[config.mk]
export PLATFORM = sky130hd
export DESIGN_NAME = hbd_addr_decode
export DESIGN_NICKNAME = d
export VERILOG_FILES = /design/src/rtl/core/hbd_pkg.sv /design/src/rtl/core/hbd_addr_decode.sv
export SDC_FILE = /design/constraint.sdc
export NUM_CORES = 1
export LEC_CHECK = 0
export BUFFER_PORTS_ARGS = -buffer_cell sky130_fd_sc_hd__buf_2
export CORE_AREA = 2 2 39 41
export DETAILED_ROUTE_END_ITERATION = 12
export DIE_AREA = 0 0 41 43
export PLACE_DENSITY = 0.57
export SYNTH_ARGS = -nofsm -noshare
export SYNTH_HDL_FRONTEND = slang
export SYNTH_SLANG_ARGS = --single-unit
[constraint.sdc]
create_clock -name vclk -period 3.37
set_input_delay 1.011 -clock vclk [all_inputs]
set_output_delay 1.011 -clock vclk [all_outputs]
set_load 0.005 [all_outputs]
[src/rtl/core/hbd_pkg.sv]
`timescale 1ns / 1ps
// ----------------------------------------------------------------------------
// hbd_pkg: shared types and constants for the handheld bus decoder
// Transaction payload structs, event kinds, route codes, decode targets and
// the fixed address map of the console.
// ----------------------------------------------------------------------------
package hbd_pkg;

    // Event kinds
    localparam logic [2:0] KIND_READ      = 3'd0;
    localparam logic [2:0] KIND_WRITE     = 3'd1;
    localparam logic [2:0] KIND_IRQ_CHECK = 3'd2;
    localparam logic [2:0] KIND_IME_SET   = 3'd3;
    localparam logic [2:0] KIND_IME_CLEAR = 3'd4;

    // Route codes
    localparam logic [1:0] ROUTE_INTERNAL = 2'd0;
    localparam logic [1:0] ROUTE_CART     = 2'd1;
    localparam logic [1:0] ROUTE_VIDEO    = 2'd2;
    localparam logic [1:0] ROUTE_NONE     = 2'd3;

    // Decode targets
    localparam logic [2:0] TGT_OUT  = 3'd0;
    localparam logic [2:0] TGT_WRAM = 3'd1;
    localparam logic [2:0] TGT_HRAM = 3'd2;
    localparam logic [2:0] TGT_JOYP = 3'd3;
    localparam logic [2:0] TGT_IF   = 3'd4;
    localparam logic [2:0] TGT_IE   = 3'd5;

    // Address map
    localparam logic [15:0] CART_LAST      = 16'h7FFF;
    localparam logic [15:0] VRAM_LAST      = 16'h9FFF;
    localparam logic [15:0] OAM_FIRST      = 16'hFE00;
    localparam logic [15:0] OAM_LAST       = 16'hFE9F;
    localparam logic [15:0] LCD_FIRST      = 16'hFF40;
    localparam logic [15:0] LCD_LAST       = 16'hFF4B;
    localparam logic [15:0] WRAM_BASE      = 16'hC000;
    localparam logic [16:0] WRAM_WIN_MAX   = 17'h02000;
    localparam logic [15:0] JOYP_ADDR      = 16'hFF00;
    localparam logic [15:0] IF_ADDR        = 16'hFF0F;
    localparam logic [15:0] IE_ADDR        = 16'hFFFF;
    localparam logic [15:0] HRAM_BASE      = 16'hFF80;

    // Joypad select bits and interrupt constants
    localparam int         JOYP_SEL_ACTION = 5;
    localparam int         JOYP_SEL_DIR    = 4;
    localparam logic [3:0] JOYP_NIBBLE     = 4'hF;
    localparam int         IRQ_LINES       = 5;
    localparam logic [6:0] VEC_BASE        = 7'h40;

    typedef struct packed {
        logic [2:0]  kind;
        logic [15:0] address;
        logic [7:0]  write_data;
        logic [3:0]  action_keys;
        logic [3:0]  direction_keys;
    } req_t;

    typedef struct packed {
        logic [7:0] read_data;
        logic [1:0] route;
        logic       interrupt_taken;
        logic [6:0] vector;
    } rsp_t;

    typedef struct packed {
        logic [1:0] route;
        logic [2:0] tgt;
    } decode_t;

endpackage

[src/rtl/core/hbd_addr_decode.sv]
`timescale 1ns / 1ps
// ----------------------------------------------------------------------------
// hbd_addr_decode: CPU address decoder
// Maps a 16-bit byte address onto an internal target or an outward route.
// ----------------------------------------------------------------------------
module hbd_addr_decode #(
    parameter int WORK_RAM_BYTES = 8192,
    parameter int HIGH_RAM_BYTES = 127
) (
    input  logic [15:0]     address,
    output hbd_pkg::decode_t dec
);

    localparam logic [16:0] WRAM_SIZE = 17'(WORK_RAM_BYTES);
    localparam logic [16:0] WRAM_WIN  =
        (WRAM_SIZE < hbd_pkg::WRAM_WIN_MAX) ? WRAM_SIZE : hbd_pkg::WRAM_WIN_MAX;
    localparam logic [16:0] HRAM_SIZE = 17'(HIGH_RAM_BYTES);

    logic [15:0] wram_off;
    logic [15:0] hram_off;
    logic        is_video;

    assign wram_off = address - hbd_pkg::WRAM_BASE;
    assign hram_off = address - hbd_pkg::HRAM_BASE;
    assign is_video = (address <= hbd_pkg::VRAM_LAST)
                   || (address >= hbd_pkg::OAM_FIRST && address <= hbd_pkg::OAM_LAST)
                   || (address >= hbd_pkg::LCD_FIRST && address <= hbd_pkg::LCD_LAST);

    // Walk the map in priority order
    always_comb
    begin
        dec.route = hbd_pkg::ROUTE_INTERNAL;
        dec.tgt   = hbd_pkg::TGT_OUT;
        if (address <= hbd_pkg::CART_LAST)
        begin
            dec.route = hbd_pkg::ROUTE_CART;
        end
        else if (is_video)
        begin
            dec.route = hbd_pkg::ROUTE_VIDEO;
        end
        else if (address >= hbd_pkg::WRAM_BASE && {1'b0, wram_off} < WRAM_WIN)
        begin
            dec.tgt = hbd_pkg::TGT_WRAM;
        end
        else if (address == hbd_pkg::JOYP_ADDR)
        begin
            dec.tgt = hbd_pkg::TGT_JOYP;
        end
        else if (address == hbd_pkg::IF_ADDR)
        begin
            dec.tgt = hbd_pkg::TGT_IF;
        end
        else if (address == hbd_pkg::IE_ADDR)
        begin
            dec.tgt = hbd_pkg::TGT_IE;
        end
        else if (address >= hbd_pkg::HRAM_BASE && {1'b0, hram_off} < HRAM_SIZE)
        begin
            dec.tgt = hbd_pkg::TGT_HRAM;
        end
        else
        begin
            dec.route = hbd_pkg::ROUTE_NONE;
        end
    end

endmodule

=== Yosys cells after proc, flatten, opt, wreduce, memory -nomap -nowiden ===
Index checks and enable logic that the tools add are counted.

* Register bits: 0
* Output and inout port bits: 5
* Input bits: 16

* Order comparisons: 10
* Equal/unequal tests: 3
* Add/subtract/negate cells: 2
* Muxes and demuxes: 14
* Reduce and logical (&&, ||, !) cells: 6

{| class="wikitable"
|+ Operators with widths
! kind !! count
|-
| 16-bit >= comparator (second input constant) || 4
|-
| 16-bit equality test (second input constant) || 3
|-
| 16-bit less-or-equal comparator (second input constant) || 3
|-
| 16-bit subtractor (second input constant) || 2
|-
| 3-bit 2-to-1 mux || 6
|-
| 16-bit by 15-bit less-or-equal comparator with 1-bit output (second input constant) || 1
|-
| 16-bit by 14-bit < comparator with 1-bit output (second input constant) || 1
|-
| 16-bit by 7-bit < comparator with 1-bit output (second input constant) || 1
|-
| 2-bit 2-to-1 mux || 8
|-
| 1-bit logical AND || 4
|-
| 1-bit logical OR || 2
|}

=== Logic depth before layout (Yosys ltp) ===
* Word-level depth: 10
* Depth in mapped cells: 6
* Gate-level depth less buffers: 6

=== Worst setup path after synthesis ===
No wires, ideal clock.

* Path type: input-to-output
* From: in address[8]
* To: out dec[3] (netlist name)
* Cell stages on the path: 6
* Arrival: 2.311 ns
* Path buffers: 0
* Path slack: 0.048 ns
* Cell sequence: inv_1 > ha_1 > or4b_1 > a2111o_1 > o311ai_1 > o21ai_1

{| class="wikitable"
|+ RTL lines
! item !! RTL line !! RTL
|-
| from (decl) || hbd_addr_decode.sv:10 || <nowiki>input logic [15:0] address,</nowiki>
|-
| to (decl) || hbd_addr_decode.sv:11 || <nowiki>output hbd_pkg::decode_t dec</nowiki>
|}

==> summary.md <==
| Metric | Value |
|---|---|
| Overall Power | 41.4 µW |
| Largest net degree at the start of global routing | 8 |
| First-pass GRT wire length | 1.36 mm |
| Layout area overhead | 94.1% |
| Site Rows | 14 |
| Post-synth top area share | slightly below 10% |
| Vias in the first global route | around 350 |
| Slew Limit Headroom | 79.3% |
| Fin nets | 92 |
| Port Buffer Count | 21 |
| Count of different cell masters after synthesis | 24 |
| Setup ws final | -155 ps |
| Post-synth top cells | 5 x nand2_1, 4 x inv_1, 4 x nand3_1, 4 x nor2_1, 4 x o21ai_0 |
| Reg area | 0 µm² |
| Max-cap viol count | 0 |
| # clk buffers | 0 |
| Pins Over Slew Limit | 0 |
| Die area | between 1500 and 2000 µm² |
| Core area | around 1400 µm² |
| Synthesized area | approximately 250 µm² |
| Detail Route Antenna Nets | 0 |
| Status | finished with violations |
| Die span in x | 41 µm |
| Congestion Overflow GR | 0 |
| Share of cells above drive strength 1 | 51.4% |
| Final setup fails | 3 |
| Failing checks | negative setup slack |
| Starting Density | a little under a fifth |
| Die height | between 40 and 50 µm |
| Setup TNS | -323 ps |
| Wire per inst | ~11 µm |
| Placed cell areas | 432 µm² |
| Synth warnings | 0 |
| Seq/Total Area, Yosys | 0% |
| Unrepaired setup endpoints after global routing | true |
| Pleak | ~0.00022 µW |
| Mapped Cells | 42 |
| Fmax | 284 MHz |
| CP endpoint kind | output port |
| Filler cells | between 100 and 150 |
| # diodes | 0 |
| Top cells by area, synth | ha_1 9.9%, nand3_1 7.9%, o21ai_0 7.9% |
| Most frequent cell after synthesis | nand2_1 |
| Post-Layout Cell Count | 88 |
| Post-Synthesis Mean Instance Area | between 6 and 7 µm² |
| Fin crit share | 105% |
| DRC Markers | 0 |
| Setup CP Type | input pin to output port |
| Seq_cells | 0 |
| Worst Path Max Fanout | 3 |
| Hold Path Class | input pin to output port |
| Placed cell count | 86 |
| Crit path DAT | between 2000 and 3000 ps |
| Power Density | roughly 84 nW/µm² |
| Routability cong. | ~0.84 |
| Ports | 21 |
| Vias | between 400 and 500 |
| Net Count, Synth | 60 |
| Finished Cell Area | between 400 and 500 µm² |
| Minimum clock period | around 3500 ps |
| Post-place setup slack | -212 ps |
| Starting DRT DRC Count | 4 |
| Via-per-instance ratio | between 4 and 5 |
| CTS Hold Buffers Added | 0 |
| Fin. Hold Viols | 0 |
| Gr usage total | between 10 and 15% |
| Crit start category | input pin |
| Critical Path RT | about 2400 ps |
| Biggest area consumer among synthesized cells | ha_1 |
| Initial antenna violation count | 0 |
| Peak VDD IR | ~0.000029 V |
| DRT Wirelength | 943 µm |
| Tightest Pin Transition | around 310 ps |
| TritonRoute pass-1 iters | 2 |
| Detailed placement HPWL | roughly 750 µm |
[per-layer routing]
layer	wire (µm)	share of wire, %	track usage [%]
met5	0	0	0
met4	0	0	0
met3	61	6.5	0
met2	485	51	18.1
met1	396	42	13.6
[critical path, cell delays in order]
cell and delay (ps):
buf_8 100, inv_4 50, ha_4 190, or4b_1 510
a2111o_1 330, o311ai_1 100, o21ai_1 90, buf_2 130
[path summary, 6_finish.rpt]
| kind | slack [ps] | end | cells after the start | start |
|---|---|---|---|---|
| worst max-delay path | -150 | dec[3] | 8 | address[7] |
| worst min-delay path | 2310 | dec[0] | 3 | address[13] |
[cells by family after synthesis]
group	after synthesis	synth area share [%]
compound gates	12	34.0
simple gates	24	50.3
fa+ha+maj	2	9.85
buf+inv	4	5.91
[repair_timing]
item,4_1_cts,5_1_grt
hold endpoints to repair,0,0
setup buffers,1,1
setup endpoints to repair,3,3
cloned,0,0
resized for setup,4,8
pin swaps,0,5
[final cells by class]
cell class / instances / area, µm² / share of cell area (%)
repair buffers: 30 / 193 / 39.1
multi-input cells: 38 / 260 / 52.8
inverters: 4 / 20.0 / 4.06
well taps: 16 / 20.0 / 4.06
[cell usage in the layout (no fill, tap or decap), types with 2 or more instances in the layout]
cell / synthesis / layout
buf_4: 0 / 8
nor2_1: 4 / 4
nand3_1: 4 / 4
inv_1: 4 / 2
inv_4: 0 / 2
o21ai_0: 4 / 3
buf_2: 0 / 19
buf_6: 0 / 2
nand2_1: 5 / 5
nand4_1: 2 / 2
o21ai_1: 1 / 2
[power breakdown]
part           leakage, µW  internal [µW]  switching [µW]
logic             0.000221           22.5            19.0
registers                0              0               0
clock network            0              0               0
total             0.000221           22.5            19.0
[stage by stage]
| stage | utilization, % | hold WS (ps) |
|---|---|---|
| CTS | 32.6 | 2300 |
| global route | 35.6 | 2330 |
| detailed placement | 31.2 | 2300 |
| global placement | 31.2 | 2300 |
| floorplan | - | 2070 |
| finish | 35.6 | 2310 |
No activity file was read; power rests on OpenSTA's default activity.
